## src/rtl/dipas_pkg.sv

```systemverilog
// ----------------------------------------------------------------------------
// Dual-input peak and auto-select shared definitions
// Types, register indexes, routing modes and selection codes used by the
// lanes, the merge stage and the top level.
// ----------------------------------------------------------------------------
package dipas_pkg;

  localparam int CFG_IDX_BITS  = 2;
  localparam int CFG_DATA_BITS = 3;

  localparam logic [CFG_IDX_BITS-1:0] REG_ROUTING_MODE     = 2'd0;
  localparam logic [CFG_IDX_BITS-1:0] REG_CHANNELS_PRESENT = 2'd1;

  localparam logic [2:0] MODE_INPUT1        = 3'd0;
  localparam logic [2:0] MODE_INPUT2        = 3'd1;
  localparam logic [2:0] MODE_AUTO_MONO     = 3'd2;
  localparam logic [2:0] MODE_TEST_SIGNAL   = 3'd3;
  localparam logic [2:0] MODE_FIRST_PRESENT = 3'd4;

  localparam logic [1:0] PRESENT_BOTH = 2'b11;

  typedef logic signed [1:0] choice_t;

  localparam choice_t CHOICE_FIRST  = 2'sb00;
  localparam choice_t CHOICE_SECOND = 2'sb01;
  localparam choice_t CHOICE_NONE   = 2'sb11;
  localparam choice_t CHOICE_BAD    = 2'sb10;

  // Single-precision 0.999 scaled to 2^24.
  localparam logic [63:0] CLIP_NUM = 64'd16760439;
  localparam logic [63:0] DET_DIV  = 64'd10000;

  typedef struct packed {
    logic [2:0] routing_mode;
    logic [1:0] channels_present;
  } cfg_t;

  typedef struct packed {
    logic acc;
    logic close;
  } frame_ctl_t;

endpackage

```

## src/rtl/dipas_lane.sv

```systemverilog
// ----------------------------------------------------------------------------
// Dual-input peak lane
// Per-channel magnitude, running peak, block peak capture and clip detection.
// ----------------------------------------------------------------------------
module dipas_lane
  import dipas_pkg::*;
#(
  parameter int SAMPLE_BITS = 24
) (
  input  logic                   clk,
  input  logic                   rst_n,
  input  frame_ctl_t             frm,
  input  logic                   present,
  input  logic [SAMPLE_BITS-1:0] sample,
  output logic [SAMPLE_BITS-1:0] blk_peak,
  output logic                   clip_hit
);

  localparam logic [63:0] FULL_SCALE = 64'd1 << (SAMPLE_BITS - 1);
  localparam logic [63:0] CLIP_PROD  = CLIP_NUM * FULL_SCALE;
  localparam logic [63:0] CLIP_LEVEL = (CLIP_PROD + 64'd16777215) >> 24;

  logic [SAMPLE_BITS-1:0] mag;
  logic [SAMPLE_BITS-1:0] run_peak_r;
  logic [SAMPLE_BITS-1:0] run_peak_nxt;
  logic [SAMPLE_BITS-1:0] peak_upd;
  logic [SAMPLE_BITS-1:0] blk_peak_r;

  assign mag      = sample[SAMPLE_BITS-1]
                  ? (~sample + {{(SAMPLE_BITS - 1){1'b0}}, 1'b1}) : sample;
  assign peak_upd = (present && (mag > run_peak_r)) ? mag : run_peak_r;
  assign clip_hit = present && (mag >= CLIP_LEVEL[SAMPLE_BITS-1:0]);

  always_comb begin
    run_peak_nxt = run_peak_r;
    if (frm.acc) begin
      run_peak_nxt = frm.close ? '0 : peak_upd;
    end
  end

  always_ff @(posedge clk) begin
    if (!rst_n) begin
      run_peak_r <= '0;
    end else begin
      run_peak_r <= run_peak_nxt;
    end
  end

  always_ff @(posedge clk) begin
    if (frm.acc && frm.close) begin
      blk_peak_r <= peak_upd;
    end
  end

  assign blk_peak = blk_peak_r;

endmodule

```

## src/rtl/dipas_merge.sv

```systemverilog
// ----------------------------------------------------------------------------
// Dual-input peak merge stage
// Clip counting, block capture, channel selection and the result register.
// ----------------------------------------------------------------------------
module dipas_merge
  import dipas_pkg::*;
#(
  parameter int SAMPLE_BITS     = 24,
  parameter int CLIP_COUNT_BITS = 16
) (
  input  logic                       clk,
  input  logic                       rst_n,
  input  cfg_t                       cfg,
  input  frame_ctl_t                 frm,
  input  logic                       hit_first,
  input  logic                       hit_second,
  input  logic [SAMPLE_BITS-1:0]     blk_peak_first,
  input  logic [SAMPLE_BITS-1:0]     blk_peak_second,
  output logic                       in_stall,
  output logic                       out_valid,
  input  logic                       out_stall,
  output choice_t                    out_chosen_input,
  output logic [SAMPLE_BITS-1:0]     out_peak_first,
  output logic [SAMPLE_BITS-1:0]     out_peak_second,
  output logic [CLIP_COUNT_BITS-1:0] out_clip_total
);

  localparam logic [63:0] FULL_SCALE = 64'd1 << (SAMPLE_BITS - 1);
  localparam logic [63:0] DET_LEVEL  = FULL_SCALE / DET_DIV;
  localparam logic [CLIP_COUNT_BITS-1:0] CLIP_MAX = '1;

  logic [CLIP_COUNT_BITS-1:0] cnt_r, cnt_nxt, cnt_sat;
  logic [CLIP_COUNT_BITS:0]   cnt_sum;
  logic [CLIP_COUNT_BITS-1:0] blk_clip_r;
  logic                       s1_vld_r, s1_vld_nxt;
  logic                       out_free, s1_move;
  choice_t                    rem_r, rem_nxt;
  choice_t                    sel;
  choice_t                    first_pres, rem_cur, louder;
  logic                       p0, p1;
  logic [SAMPLE_BITS-1:0]     sp, cp;
  logic [SAMPLE_BITS+2:0]     sp5, cp8;
  logic                       out_valid_r, out_valid_nxt;
  choice_t                    out_chosen_r;
  logic [SAMPLE_BITS-1:0]     out_peak_first_r, out_peak_second_r;
  logic [CLIP_COUNT_BITS-1:0] out_clip_r;

  assign out_free = !out_valid_r || !out_stall;
  assign s1_move  = s1_vld_r && out_free;
  assign in_stall = s1_vld_r && !out_free;

  assign cnt_sum = {1'b0, cnt_r} + {{CLIP_COUNT_BITS{1'b0}}, hit_first}
                 + {{CLIP_COUNT_BITS{1'b0}}, hit_second};
  assign cnt_sat = (cnt_sum > {1'b0, CLIP_MAX}) ? CLIP_MAX : cnt_sum[CLIP_COUNT_BITS-1:0];

  always_comb begin
    cnt_nxt = cnt_r;
    if (frm.acc) begin
      cnt_nxt = frm.close ? '0 : cnt_sat;
    end
  end

  always_comb begin
    s1_vld_nxt = s1_vld_r;
    if (frm.acc && frm.close) begin
      s1_vld_nxt = 1'b1;
    end else if (s1_move) begin
      s1_vld_nxt = 1'b0;
    end
  end

  assign p0         = cfg.channels_present[0];
  assign p1         = cfg.channels_present[1];
  assign first_pres = p0 ? CHOICE_FIRST : (p1 ? CHOICE_SECOND : CHOICE_NONE);
  assign rem_cur    = ((rem_r == CHOICE_FIRST && p0) || (rem_r == CHOICE_SECOND && p1))
                    ? rem_r : first_pres;
  assign louder     = (blk_peak_second > blk_peak_first) ? CHOICE_SECOND : CHOICE_FIRST;
  assign sp         = (louder == CHOICE_SECOND) ? blk_peak_second : blk_peak_first;
  assign cp         = (rem_cur == CHOICE_SECOND) ? blk_peak_second : blk_peak_first;
  assign sp5        = {1'b0, sp, 2'b00} + {3'b000, sp};
  assign cp8        = {cp, 3'b000};

  always_comb begin
    rem_nxt = rem_cur;
    if (cfg.channels_present == PRESENT_BOTH && louder != rem_cur
        && {{(64 - SAMPLE_BITS){1'b0}}, sp} > DET_LEVEL && sp5 > cp8) begin
      rem_nxt = louder;
    end
  end

  always_comb begin
    case (cfg.routing_mode)
      MODE_INPUT1:      sel = p0 ? CHOICE_FIRST : CHOICE_NONE;
      MODE_INPUT2:      sel = p1 ? CHOICE_SECOND : CHOICE_NONE;
      MODE_AUTO_MONO:   sel = rem_nxt;
      MODE_TEST_SIGNAL: sel = CHOICE_NONE;
      default:          sel = first_pres;
    endcase
  end

  always_comb begin
    out_valid_nxt = out_valid_r;
    if (s1_move) begin
      out_valid_nxt = 1'b1;
    end else if (!out_stall) begin
      out_valid_nxt = 1'b0;
    end
  end

  always_ff @(posedge clk) begin
    if (!rst_n) begin
      cnt_r       <= '0;
      s1_vld_r    <= 1'b0;
      out_valid_r <= 1'b0;
      rem_r       <= CHOICE_NONE;
    end else begin
      cnt_r       <= cnt_nxt;
      s1_vld_r    <= s1_vld_nxt;
      out_valid_r <= out_valid_nxt;
      if (s1_move && cfg.routing_mode == MODE_AUTO_MONO) begin
        rem_r <= rem_nxt;
      end
    end
  end

  always_ff @(posedge clk) begin
    if (frm.acc && frm.close) begin
      blk_clip_r <= cnt_sat;
    end
    if (s1_move) begin
      out_chosen_r      <= sel;
      out_peak_first_r  <= blk_peak_first;
      out_peak_second_r <= blk_peak_second;
      out_clip_r        <= blk_clip_r;
    end
  end

  assign out_valid        = out_valid_r;
  assign out_chosen_input = out_chosen_r;
  assign out_peak_first   = out_peak_first_r;
  assign out_peak_second  = out_peak_second_r;
  assign out_clip_total   = out_clip_r;

`ifndef SYNTHESIS
  a_held_block: assert property (@(posedge clk) disable iff (!rst_n)
    s1_vld_r && !s1_move |=> s1_vld_r)
    else $error("Captured block transaction was dropped while the output was stalled.");

  a_close_capture: assert property (@(posedge clk) disable iff (!rst_n)
    frm.acc && frm.close |=> s1_vld_r)
    else $error("Block end transaction was not captured.");

  a_clip_saturate: assert property (@(posedge clk) disable iff (!rst_n)
    cnt_r == CLIP_MAX && frm.acc && !frm.close |=> cnt_r == CLIP_MAX)
    else $error("Clip counter wrapped instead of saturating.");

  a_rem_stable: assert property (@(posedge clk) disable iff (!rst_n)
    !(s1_move && cfg.routing_mode == MODE_AUTO_MONO) |=> $stable(rem_r))
    else $error("Remembered choice changed outside an auto mono result.");

  a_choice_code: assert property (@(posedge clk) disable iff (!rst_n)
    out_valid_r |-> out_chosen_r != CHOICE_BAD)
    else $error("Selection output carries an invalid code.");
`endif

endmodule

```

## src/rtl/dual_input_peak_auto_select_core.sv

```systemverilog
// ----------------------------------------------------------------------------
// Dual-input peak and auto-select core
// Tracks per-block peaks and clip counts of two channels and selects an input.
//
//   Channel  Direction  Handshake           Payload
//   in_      sink       in_valid/in_stall   sample_first, sample_second, block_end
//   out_     source     out_valid/out_stall chosen_input, peak_first, peak_second,
//                                           clip_total
//   cfg_     sink       cfg_valid/cfg_ready index, data
//
// Unless stalled, one frame is taken every cycle; two lanes update peaks in the cycle of acceptance.
// After its end frame is accepted, a block result passes the block end stage, then the output register.
// The block end stage and the output register form a two-entry buffer, so input
// stalls only while a captured block result waits behind a stalled output.
// Reset is synchronous and clears the running peaks, the clip count and the remembered choice.
// ----------------------------------------------------------------------------
module dual_input_peak_auto_select_core
  import dipas_pkg::*;
#(
  parameter int SAMPLE_BITS     = 24,
  parameter int CLIP_COUNT_BITS = 16
) (
  input  logic                       clk,
  input  logic                       rst_n,
  input  logic                       in_valid,
  output logic                       in_stall,
  input  logic [SAMPLE_BITS-1:0]     in_sample_first,
  input  logic [SAMPLE_BITS-1:0]     in_sample_second,
  input  logic                       in_block_end,
  output logic                       out_valid,
  input  logic                       out_stall,
  output logic [1:0]                 out_chosen_input,
  output logic [SAMPLE_BITS-1:0]     out_peak_first,
  output logic [SAMPLE_BITS-1:0]     out_peak_second,
  output logic [CLIP_COUNT_BITS-1:0] out_clip_total,
  input  logic                       cfg_valid,
  output logic                       cfg_ready,
  input  logic [CFG_IDX_BITS-1:0]    cfg_index,
  input  logic [CFG_DATA_BITS-1:0]   cfg_data
);

  cfg_t                   cfg_r, cfg_nxt;
  frame_ctl_t             frm;
  logic                   hit_first, hit_second;
  logic [SAMPLE_BITS-1:0] blk_peak_first, blk_peak_second;
  choice_t                chosen;

  assign cfg_ready = 1'b1;

  always_comb begin
    cfg_nxt = cfg_r;
    if (cfg_valid && cfg_ready) begin
      case (cfg_index)
        REG_ROUTING_MODE:     cfg_nxt.routing_mode     = cfg_data;
        REG_CHANNELS_PRESENT: cfg_nxt.channels_present = cfg_data[1:0];
        default:              cfg_nxt = cfg_r;
      endcase
    end
  end

  always_ff @(posedge clk) begin
    if (!rst_n) begin
      cfg_r.routing_mode     <= MODE_FIRST_PRESENT;
      cfg_r.channels_present <= PRESENT_BOTH;
    end else begin
      cfg_r <= cfg_nxt;
    end
  end

  assign frm.acc   = in_valid && !in_stall;
  assign frm.close = in_block_end;

  dipas_lane #(
    .SAMPLE_BITS(SAMPLE_BITS)
  ) u_lane_first (
    .clk      (clk),
    .rst_n    (rst_n),
    .frm      (frm),
    .present  (cfg_r.channels_present[0]),
    .sample   (in_sample_first),
    .blk_peak (blk_peak_first),
    .clip_hit (hit_first)
  );

  dipas_lane #(
    .SAMPLE_BITS(SAMPLE_BITS)
  ) u_lane_second (
    .clk      (clk),
    .rst_n    (rst_n),
    .frm      (frm),
    .present  (cfg_r.channels_present[1]),
    .sample   (in_sample_second),
    .blk_peak (blk_peak_second),
    .clip_hit (hit_second)
  );

  dipas_merge #(
    .SAMPLE_BITS    (SAMPLE_BITS),
    .CLIP_COUNT_BITS(CLIP_COUNT_BITS)
  ) u_merge (
    .clk              (clk),
    .rst_n            (rst_n),
    .cfg              (cfg_r),
    .frm              (frm),
    .hit_first        (hit_first),
    .hit_second       (hit_second),
    .blk_peak_first   (blk_peak_first),
    .blk_peak_second  (blk_peak_second),
    .in_stall         (in_stall),
    .out_valid        (out_valid),
    .out_stall        (out_stall),
    .out_chosen_input (chosen),
    .out_peak_first   (out_peak_first),
    .out_peak_second  (out_peak_second),
    .out_clip_total   (out_clip_total)
  );

  assign out_chosen_input = chosen;

endmodule
```

## config.mk

```make
export PLATFORM = sky130hd
export DESIGN_NAME = dual_input_peak_auto_select_core
export DESIGN_NICKNAME = d
export VERILOG_FILES = /design/src/rtl/dipas_pkg.sv /design/src/rtl/dipas_lane.sv /design/src/rtl/dipas_merge.sv /design/src/rtl/dual_input_peak_auto_select_core.sv
export SDC_FILE = /design/constraint.sdc
export NUM_CORES = 1
export LEC_CHECK = 0
export ABC_AREA = 0
export BUFFER_PORTS_ARGS = -buffer_cell sky130_fd_sc_hd__buf_2
export CAP_MARGIN = 20
export CORE_MARGIN = 2
export CORE_UTILIZATION = 50
export CTS_CLUSTER_SIZE = 16
export DETAILED_ROUTE_END_ITERATION = 8
export PLACE_DENSITY = 0.69
export SYNTH_ARGS = -nofsm -noshare
export SYNTH_HDL_FRONTEND = slang
export SYNTH_SLANG_ARGS = --single-unit
export TNS_END_PERCENT = 50
```

## constraint.sdc

```tcl
create_clock -name clk -period 9.05 [get_ports clk]
set_input_delay 1.3575 -clock clk [delete_from_list [all_inputs] [get_ports clk]]
set_output_delay 1.3575 -clock clk [all_outputs]
set_load 0.02 [all_outputs]
```

# Word-level counts from Yosys, hierarchy flattened
# Index checks and enable logic that the tools add are counted.
# op_classes
n_reduce_logical,26
magnitude_cmp,8
muxes,21
n_bitwise,2
add_sub_neg,5
eq_ne,10
# ops
cell,count
two-way mux 24 bit,8
> comparator 24 bit,3
"adder 24 x 1 -> 24 bit, second input constant",2
">= comparator 24 x 23 -> 1 bit, second input constant",2
inverter 24 bit,2
two-way mux 16 bit,2
adder 26 x 24 -> 27 bit,1
> comparator 27 bit,1
"> comparator 24 x 10 -> 1 bit, second input constant",1
adder 16 x 1 -> 17 bit,1
adder 17 x 1 -> 17 bit,1
"> comparator 17 x 16 -> 1 bit, second input constant",1
logical AND 1 bit,14
two-way mux 2 bit,5
"equality test 2 bit, second input constant",4
case mux 2 bit (4 select lines),1
"equality test 3 x 2 -> 1 bit, second input constant",2
two-way mux 1 bit,5
zero test 1 bit,4
zero test 2 bit,2
AND reduction 2 bit,2
"equality test 3 x 1 -> 1 bit, second input constant",1
zero test 3 bit,1
"equality test 2 x 1 -> 1 bit, second input constant",1
4 further kinds,5
# totals
in_bits,59
regBits,203
output_inout_bits,69
wordCells,87

# Longest topological paths before layout
# Gate-level depths: netlist of the first run.
# depth
depth_word,10
depth_mapped,35
mapped_depth_nobuf,33

# Modules after synthesis
# A second synthesis of the first run with hierarchy kept.
# hier_totals
hier_cells,1472
hier_area_um2,13748.2
# modules_own_cells
mod,area_per_inst_um2,cells_per_inst,n_inst
dipas_lane,3427.0,402,2
dipas_merge,6651.4,643,1
dual_input_peak_auto_select_core,242.7,25,1

# Worst setup path after synthesis of the first run
# No wires, ideal clock.
# synth_path
path_kind,input-to-reg
from,input port out_stall
to,register u_merge.rem_r[1]
path_stages,3
t_required_ps,8923
arrival_ps,7260
setup_ps,127
path_slack_ps,1663
cell_sequence,a21boi_0 -> nand2_1 -> o311ai_0
# synth_via
elab_chain_cells,4
# synth_rtl
item,line_no,rtl
start: declaration,dual_input_peak_auto_select_core.sv:31,"input logic out_stall,"
zero test 1 bit,dipas_merge.sv:48,assign out_free = !out_valid_r || !out_stall;
logical OR 1 bit,dipas_merge.sv:48,
logical AND 1 bit,dipas_merge.sv:49,assign s1_move = s1_vld_r && out_free;
logical AND 1 bit,dipas_merge.sv:120,if (s1_move && cfg.routing_mode == MODE_AUTO_MONO) begin
end signal: assignment,dipas_merge.sv:121,rem_r <= rem_nxt;
end: declaration,dipas_merge.sv:37,"choice_t rem_r, rem_nxt;"
# No other way between the ends.
# A chain may end at the register's enable or synchronous reset.

# Worst setup path in the final report of the first run
# layout_path
from,"register u_lane_second.blk_peak_r[14], in the netlist u_lane_second.blk_peak[14]"
to,"register u_merge.out_chosen_r[0], in the netlist u_merge.out_chosen_input[0], data pin"
# layout_via
elab_chain_cells,9
word_cells_on_any_way,14
cone_classes,1 x add/sub; 3 x order compare; 2 x eq/ne; 5 x mux; 3 x reduce/logical
# layout_rtl
item,line_no,rtl
start: declaration,dipas_lane.sv:27,logic [SAMPLE_BITS-1:0] blk_peak_r;
start signal: assignment,dipas_lane.sv:51,blk_peak_r <= peak_upd;
> comparator 24 bit,dipas_merge.sv:77,assign louder = (blk_peak_second > blk_peak_first) ? CHOICE_SECOND : CHOICE_FIRST;
two-way mux 1 bit,dipas_merge.sv:77,
equality test 2 bit,dipas_merge.sv:78,assign sp = (louder == CHOICE_SECOND) ? blk_peak_second : blk_peak_first;
two-way mux 24 bit,dipas_merge.sv:78,
adder 26 x 24 -> 27 bit or > comparator 24 x 10 -> 1 bit (tied branches),"dipas_merge.sv:80, dipas_merge.sv:86",
> comparator 27 bit or logical AND 1 bit (tied branches),dipas_merge.sv:86,"&& {{(64 - SAMPLE_BITS){1'b0}}, sp} > DET_LEVEL && sp5 > cp8) begin"
logical AND 1 bit,dipas_merge.sv:86,
two-way mux 2 bit *,dipas_merge.sv:85,if (cfg.channels_present == PRESENT_BOTH && louder != rem_cur
case mux 2 bit (4 select lines) *,dipas_merge.sv:92,case (cfg.routing_mode)
via u_merge.sel[0],dipas_merge.sv:38,choice_t sel;
end signal: assignment,dipas_merge.sv:131,out_chosen_r <= sel;
end: declaration,dipas_merge.sv:44,choice_t out_chosen_r;
# The timed path passes the listed nets; every way through them passes the cells marked *.

==> results of run 1 <==
-- critical path, delay by kind of cell (launching register included) --
| family | cells | cell delay, ns |
|---|---|---|
| compound gates | 15 | 3.56 |
| xor+xnor | 1 | 0.10 |
| fa+ha+maj | 4 | 1.05 |
| buf+inv | 1 | 0.07 |
| flops | 1 | 0.50 |
| mux | 2 | 0.71 |
| simple gates | 8 | 1.81 |
-- worst paths after layout --
kind,to,cells after the start,slack (ns)
min,u_merge.out_clip_total[13],0,0.42
min reg2reg,u_merge.out_clip_total[13],0,0.42
max,u_merge.out_chosen_input[0],31,0.97
max reg2reg,u_merge.out_chosen_input[0],31,0.97
-- kinds of logic (layout without fill, tap and decap cells) --
| kind of cell | after synthesis | count (layout) | synth area share, % |
|---|---|---|---|
| muxes | 36 | 36 | 3.15 |
| and+or+nand+nor | 313 | 313 | 12.3 |
| xor gates and xnor gates | 73 | 73 | 5.13 |
| other | 1 | 2 | 0.0301 |
| AOI/OAI and AO/OA | 365 | 365 | 19.6 |
| buffers and inverters | 140 | 266 | 4.31 |
| adders and majority gates | 123 | 123 | 12.5 |
| DFF | 203 | 203 | 43.0 |
-- per-stage QoR --
stage          setup WS [ns]  hold WS [ns]  instances  power (mW)
6_report               0.968         0.418       1705        2.70
2_1_floorplan           1.66         0.400       1254        1.67
4_1_cts                 1.05         0.419       1704        2.71
5_1_grt                0.274         0.424       1704        2.86
3_3_place_gp            1.20         0.402       1664        1.86
3_5_place_dp            1.11         0.406       1664        1.87
-- final cells by class --
type | count | area (um^2)
Antenna cell | 1 | 2.50
Clock buffer | 25 | 583
Clock inverter | 15 | 92.6
Fill cell | 2166 | 10300
Inverter | 90 | 338
Multi-Input combinational cell | 911 | 6620
Sequential cell | 203 | 5370
Tap cell | 324 | 405
Timing Repair Buffer | 136 | 706
-- per-layer routing --
metal,wire (um),up-vias,share of wire (%)
met5,0,-,0
met4,569,0,1.8
met3,1980,38,6.4
met2,13500,317,44
met1,14800,4648,48
li1,-,4897,-
-- power by group --
part | internal [mW] | switching [mW]
Sequential | 1.04 | 0.0390
Combinational | 0.323 | 0.465
Clock | 0.467 | 0.363
Total | 1.83 | 0.867
-- cell usage after synthesis, types with 8 or more instances --
master / number
edfxtp_1: 130
ha_1: 121
a21oi_1: 113
inv_1: 90
nor2_1: 85
nand2_1: 83
dfxtp_1: 73
o21ai_0: 70
xnor2_1: 60
clkbuf_1: 41
a21o_1: 28
mux2_2: 26
nand3_1: 26
a22o_1: 24
nand4_1: 24
a32o_1: 22
nor2b_1: 21
o21a_1: 14
o31ai_1: 13
xor2_1: 13
and3_1: 12
nor3_1: 12
a22oi_1: 11
nand2b_1: 11
mux2i_1: 10
or3_1: 10
nor4_1: 9
o211ai_1: 8
-- sequential cells by signal (all words and copies together) (netlist names), 2 cells and up --
name                      count
u_merge.out_peak_second      24
u_merge.rem_r                 2
u_lane_first.blk_peak        24
u_merge.out_chosen_input      2
u_merge.out_clip_total       16
u_lane_second.blk_peak       24
u_merge.out_peak_first       24
u_lane_first.run_peak_r      24
u_lane_second.run_peak_r     24
u_merge.cnt_r                16
cfg_r                         5
u_merge.blk_clip_r           16
==> results_dict.tcl, run 1 <==
set metrics [dict create \
    grt_overflow 0 \
    htreeDepth 1 \
    max_freq_mhz 124 \
    cts.clk_slew.worst_paths_ns 0.06 \
    ys.flop_type "edfxtp_1" \
    worstSetupStartpoint "u_lane_second.blk_peak[14]" \
    use_met2_pct 35.4 \
    synth_area_per_cell_um2 9.95 \
    ys_async_sr_fraction_pct 0 \
    vias_per_cell 5.81 \
    root_buffer "clkbuf_16" \
    setup_violations 0 \
    worst_slew_margin_rel_pct 29.0 \
    met3_usage_pct 2.81 \
    yosys_register_bits 203 \
    hold_viol 0 \
    dpl.hpwl_um 23400 \
    synth_top_cell_by_area "edfxtp_1" \
    drt_first_iter_violations 828 \
    hp-start "u_merge.blk_clip_r[13]" \
    cts_tree "done" \
    cts_buffers 22 \
    grt_setup_unrepaired "no" \
    met1_usage_pct 35.4 \
    drc 0 \
    p_leak_nw 5.67 \
    start_util_pct 51.1 \
    synth_edf_count 130 \
    wire_per_inst_um 18.1 \
    ys_warn_count 0 \
    drive_gt1_share_pct 15.8 \
    syn_area_um2 12500 \
    crit_slowest_cell "o21a_2" \
    fin_setup_tns_ns 0 \
    grt_usage_pct 23.2 \
    period_share_pct 89.3 \
    cp.required_ns 9.27 \
    wirelength_um 30800 \
    antenna_found_initial 1 \
    portBuffers 126 \
    fin_crit_ns 8.08 \
    grt_max_degree 58 \
    layout_common_cells "130 x edfxtp_1, 126 x buf_2, 121 x ha_1, 111 x a21oi_1, 90 x inv_1" \
    grt_pass1_vias 9047 \
    netlist.area_leader.share_pct 31.3 \
    grt_pass1_wl_um 48500 \
    power_density_nw_per_um2 191 \
    crit_top_cell "ha_1" \
    clock-skew-final_ns 0.0128 \
    syn2layout_area_growth_pct 13.2 \
    die_w_um 162 \
    final_common_cell "edfxtp_1" \
    core.rowCount 57 \
    ios 128 \
    timing.rr.start "u_lane_second.blk_peak[14]" \
    peakVddDrop_mv 0.121 \
    cpPeakStageDelay_ns 0.69 \
    first_pass_iters 6 \
    synthCells 1254 \
    grt_most_used_layer "met1" \
    clk_path_buf_depth 3 \
    cts_post_setup_buffers_inserted 0 \
    fp.coreArea_um2 24400 \
    syn-num-nets 1436 \
    place_area_um2 13400 \
    worstSkewPairLatency_ns 0.50 \
    cts_sinks 203 \
    cp_max_fo 31 \
    synth.distinct_cells 72 \
    crit_type "reg2reg" \
    cts_hold_buf 0 \
    gp_congestion 0.926 \
    ctsResizeCount 0 \
    drv_slew 0 \
    final_core_utilization_pct 57.9 \
    final_cell_area_um2 14100 \
    dieHeight_um 162 \
    dieArea_um2 26200 \
    ys_seq_area_share_pct 43.0 \
    hold_class "reg2reg" \
    start_kind "flop" \
    status "finished, final reports clean" \
    ant_nets 0 \
    worst_slew_pin_slew_ns 1.06 \
    endpoint_kind "flop" \
    drv_cap 0 \
    cp.arrival_ns 8.30 \
    synth_area_leaders "edfxtp_1 31%, ha_1 12%, dfxtp_1 12%" \
    final_nets 1546 \
    vias 9900 \
]
(Power assumes the default switching activity.)
==> run 2: changes to the inputs <==
CTS_BUF_LIST = sky130_fd_sc_hd__clkbuf_16   (was default)
SLEW_MARGIN = 20   (was default)
SYNTH_HIERARCHICAL = 1   (was default)
==> run 2 against run 1 <==
Critical path depth decreased by 4; synthesized cell count rose by 17%; sequential power about the same; non-clock buffer count unchanged; clock skew down 0.0022 ns; power increased by 8.2%; routed wire length up 11%; sequential share of layout area decreased by 3.0 points; maximum frequency is 2.1% higher; worst hold slack improved by 0.00067 ns; clock power rose by 2%; combinational power up 25%.
==> results_dict.tcl, run 2 <==
set metrics [dict create \
    status "finished, final reports clean" \
    synthCells 1472 \
    grt_setup_unrepaired "no" \
    vias_per_cell 5.84 \
    worstRegToRegCells 27 \
    holdPathEnd "u_merge/out_clip_total[12]" \
    fin_setup_tns_ns 0 \
    cts.clk_slew.worst_paths_ns 0.06 \
    use_met2_pct 39.3 \
    hp-start "u_merge/blk_clip_r[12]" \
    met3_usage_pct 2.63 \
    wire_per_inst_um 17.6 \
    hold_class "reg2reg" \
    clk_path_buf_depth 3 \
    antenna_cells 0 \
    wirelength_um 34100 \
    cp.required_ns 9.42 \
    vias 11300 \
    cts_hold_buf 0 \
    reg2reg_to "u_merge/out_chosen_input[0]" \
    timing.hold.ws_ns 0.419 \
    synth.distinct_cells 85 \
    p_leak_nw 6.05 \
    synth_area_leaders "edfxtp_1 28%, ha_1 11%, dfxtp_1 11%" \
    hold_depth 0 \
    synth_compound_area_share_pct 18.3 \
    ios 128 \
    cp_num_buf_inv 1 \
    fp.coreArea_um2 27000 \
    cts_tree "done" \
    cp.arrival_ns 8.28 \
    synthMuxAreaShare_pct 3.42 \
    worst_slew_margin_rel_pct 28.3 \
    cpPeakStageDelay_ns 0.60 \
    first_pass_iters 5 \
    final_common_cell "a21oi_1" \
    peakVddDrop_mv 0.112 \
    syn2layout_area_growth_pct 11.5 \
    drive_gt1_share_pct 14.6 \
    netlist.area_leader.share_pct 28.4 \
    max_freq_mhz 126 \
    yosys.area_share.simple_pct 17.3 \
    antenna_found_initial 0 \
    ys_async_sr_fraction_pct 0 \
    clock-skew-final_ns 0.0106 \
    met1_usage_pct 31.2 \
    setup_violations 0 \
    cp_max_fo 36 \
    power_density_nw_per_um2 191 \
    layout_common_cells "158 x a21oi_1, 138 x inv_1, 138 x nor2_1, 130 x edfxtp_1, 126 x buf_2" \
    ys_warn_count 6 \
    synth_top_cell_by_area "edfxtp_1" \
    grt_pass1_wl_um 53400 \
    dieArea_um2 28800 \
    crit_slowest_cell "nor4_1" \
    root_buffer "clkbuf_16" \
    period_share_pct 87.4 \
    drt_first_iter_violations 815 \
    endpoint_kind "flop" \
    htreeDepth 1 \
    timing.rr.start "u_lane_first/blk_peak[23]" \
    start_kind "flop" \
    die_w_um 170 \
    ff2ff_setup_slack_ns 1.14 \
    yosys_register_bits 203 \
    drc 0 \
    worstSkewPairLatency_ns 0.52 \
    synthXorXnorAreaFrac_pct 4.71 \
    core.rowCount 60 \
    syn-num-nets 1652 \
    grt_most_used_layer "met2" \
    cts_sinks 203 \
    grt_usage_pct 23.0 \
    cts_buffers 23 \
    hold_viol 0 \
    ys_seq_area_share_pct 39.0 \
    cpLargestDelayFamily "simple AND/OR/NAND/NOR gates" \
    synth_area_per_cell_um2 9.34 \
    ys.flop_type "edfxtp_1" \
    worst_slew_pin_slew_ns 1.07 \
    portBuffers 126 \
    final_core_utilization_pct 56.9 \
    final_nets 1753 \
    synth_top_family_by_area "compound AO/OA/AOI/OAI gates" \
    ctsResizeCount 0 \
    start_util_pct 51.0 \
    drv_cap 0 \
    fin_crit_ns 7.91 \
    synth_edf_count 130 \
    crit_type "reg2reg" \
    grt_max_degree 55 \
    cts_post_setup_buffers_inserted 0 \
    grt_overflow 0 \
    dpl.hpwl_um 24700 \
    grt_pass1_vias 10200 \
    synth_common_cells "159 x a21oi_1, 138 x nor2_1, 132 x inv_1" \
    synthMostInstantiatedCell "a21oi_1" \
    dieHeight_um 170 \
    syn_area_um2 13700 \
    drv_slew 0 \
    gp_congestion 0.898 \
    yosys.area_share.adder_pct 11.5 \
    ant_nets 0 \
]
run 2: per-layer routing:
metal | vias up | wire length (um)
li1 | 5578 | -
met1 | 5345 | 15200
met4 | 0 | 773
met5 | - | 0
met3 | 59 | 1690
met2 | 298 | 16400
run 2: report_power, final:
group	internal [mW]	switching [mW]	total, mW
logic	0.393	0.590	0.983
clock network	0.464	0.379	0.843
registers	1.05	0.0438	1.10
total	1.91	1.01	2.92
run 2: final cells by class:
type	instances	area, um^2
clock buffers	23	576
inverters	133	499
clock inverters	19	101
multi-input cells	1076	7630
repair buffers	136	726
fillers	2392	11600
flip-flops and latches	203	5370
well taps	341	427
run 2: logic make-up (layout without fill, tap and decap cells):
| logic type | count (synthesis) | in the layout |
|---|---|---|
| adders and majority gates | 126 | 126 |
| muxes | 43 | 43 |
| and+or+nand+nor | 460 | 460 |
| DFF | 203 | 203 |
| AOI/OAI and AO/OA | 372 | 372 |
| buffers and inverters | 193 | 311 |
| other | 1 | 1 |
| xor gates and xnor gates | 74 | 74 |
run 2: metrics by stage:
stage               instance area (um^2)  std cells  total power, mW  setup slack [ns]
global route                       15300       1931             3.09             0.578
CTS                                15300       1930             2.92              1.24
global placement                   14600       1888             2.05              1.56
finish                             15300       1931             2.92              1.14
floorplan                          13700       1472             1.84              1.54
detailed placement                 14600       1888             2.07              1.34
run 2: worst max-delay path by stage:
stage | from | endpoint | slack, ns | cells after the start
detailed placement | u_lane_first/blk_peak[23] | u_merge/out_chosen_input[0] | 1.34 | 27
global route | u_lane_first/blk_peak[23] | u_merge/out_chosen_input[0] | 0.58 | 27
finish | u_lane_first/blk_peak[23] | u_merge/out_chosen_input[0] | 1.14 | 27
CTS | u_lane_first/blk_peak[23] | u_merge/out_chosen_input[0] | 1.24 | 27
global placement | u_lane_first/blk_peak[1] | u_merge/out_chosen_input[0] | 1.56 | 28
floorplan | out_stall | u_merge/rem_r[1] | 1.54 | 3
==> run 3: changes to the inputs <==
GPL_TIMING_DRIVEN = 1   (was default)
PLACE_DENSITY = default   (was 0.69)
PLACE_DENSITY_LB_ADDON = 0.3   (was default)
==> run 3 against run 2 <==
Sequential share of layout area shrank 0.13 points; worst hold slack lost 0.0015 ns; core utilization grew 0.21 points; register-to-register slack lost 0.08 ns; combinational power is essentially flat; global-route usage shrank 0.11 points; first-iteration DRC count grew 10%; via count shrank 0.65%; worst setup slack lost 0.077 ns; maximum frequency shrank 0.97%; flip-flop and latch count is the same; critical endpoint unchanged; largest power group unchanged.
==> results_dict.tcl, run 3 (synthesis gave the netlist of run 2 again) <==
set metrics [dict create \
    p_leak_nw 6.06 \
    ctsResizeCount 0 \
    dpl.hpwl_um 24700 \
    layout_common_cells "158 x a21oi_1, 138 x nor2_1, 136 x inv_1, 130 x edfxtp_1, 126 x buf_2" \
    clk_path_buf_depth 3 \
    cts.clk_slew.worst_paths_ns 0.06 \
    dieArea_um2 28800 \
    grt_max_degree 68 \
    grt_usage_pct 22.9 \
    start_util_pct 51.0 \
    final_nets 1753 \
    drv_slew 0 \
    antenna_found_initial 1 \
    syn2layout_area_growth_pct 11.9 \
    drc 0 \
    max_freq_mhz 125 \
    power_density_nw_per_um2 192 \
    hold_viol 0 \
    cpPeakStageDelay_ns 0.63 \
    final_common_cell "a21oi_1" \
    fin_setup_tns_ns 0 \
    cp.arrival_ns 8.35 \
    crit_type "reg2reg" \
    cts_tree "done" \
    root_buffer "clkbuf_16" \
    die_w_um 170 \
    gp_congestion 0.897 \
    grt_setup_unrepaired "no" \
    grt_pass1_wl_um 53200 \
    endpoint_kind "flop" \
    core.rowCount 60 \
    worstSkewPairLatency_ns 0.51 \
    cts_sinks 203 \
    setup_violations 0 \
    hold_class "reg2reg" \
    drive_gt1_share_pct 14.7 \
    worst_slew_margin_rel_pct 25.9 \
    fp.coreArea_um2 27000 \
    grt_overflow 0 \
    worst_slew_pin_slew_ns 1.11 \
    dp_slack_ns 1.32 \
    cts_buffers 22 \
    drv_cap 0 \
    grt_pass1_vias 10400 \
    cp_max_fo 36 \
    start_kind "flop" \
    vias 11200 \
    status "finished, final reports clean" \
    dieHeight_um 170 \
    wirelength_um 33600 \
    wire_per_inst_um 17.4 \
    peakVddDrop_mv 0.108 \
    cp.required_ns 9.41 \
    cpLargestDelayFamily "simple AND/OR/NAND/NOR gates" \
    portBuffers 126 \
    vias_per_cell 5.80 \
    htreeDepth 1 \
    cts_post_setup_buffers_inserted 0 \
    ios 128 \
    cts_hold_buf 0 \
    power_mw 2.96 \
    fin_crit_ns 7.99 \
    clock-skew-final_ns 0.00963 \
    crit_slowest_cell "nor4_1" \
    finalWorstSetupSlack_ns 1.06 \
    ant_nets 0 \
    cp_num_buf_inv 0 \
    first_pass_iters 5 \
    drt_first_iter_violations 898 \
    period_share_pct 88.3 \
]
-- run 3: cell count changes in the layout (fill, tap and decap cells not counted), sizes merged --
cell	previous run	this run
clkbuf	23	22
inv	139	136
buf	136	137
diode	0	1
bufinv	0	2
clkinv	9	8
clkinvlp	4	5
-- run 3: worst paths after layout --
kind                            cells after the start  slack (ns)                  startpoint                           to
worst max register to register                     26        1.06  u_lane_second/blk_peak[22]  u_merge/out_chosen_input[0]
worst min register to register                      0        0.42       u_merge/blk_clip_r[8]    u_merge/out_clip_total[8]
worst min-delay path                                0        0.42       u_merge/blk_clip_r[8]    u_merge/out_clip_total[8]
worst max-delay path                               26        1.06  u_lane_second/blk_peak[22]  u_merge/out_chosen_input[0]
-- run 3: final cells by class --
class                      count  area [um^2]
multi-input combinational   1076         7630
clock inverter                18          159
timing repair buffer         137          744
inverter                     133          499
tap                          341          427
sequential                   203         5370
clock buffer                  22          551
fill                        2383        11600
antenna                        1         2.50
-- run 3: per-layer routing --
| metal | routed length [um] | track usage (%) |
|---|---|---|
| met5 | 0 | 0 |
| met3 | 1760 | 3.14 |
| met2 | 15900 | 38.3 |
| met4 | 872 | 6.95 |
| met1 | 15100 | 31.0 |
-- run 3: through the flow --
step	hold WS [ns]	utilization (%)	instance area, um^2	std cells
after global placement	0.401	54.2	14600	1887
after floorplan	0.400	-	13700	1472
after CTS	0.419	56.9	15300	1928
after global routing	0.424	57.1	15400	1930
after detailed placement	0.405	54.3	14600	1888
final	0.417	57.1	15400	1931
-- run 3: report_power, final --
part           internal (mW)  switching (mW)  leakage, nW
logic                  0.394           0.588         3.88
registers               1.05          0.0425         1.83
clock network          0.504           0.376        0.345
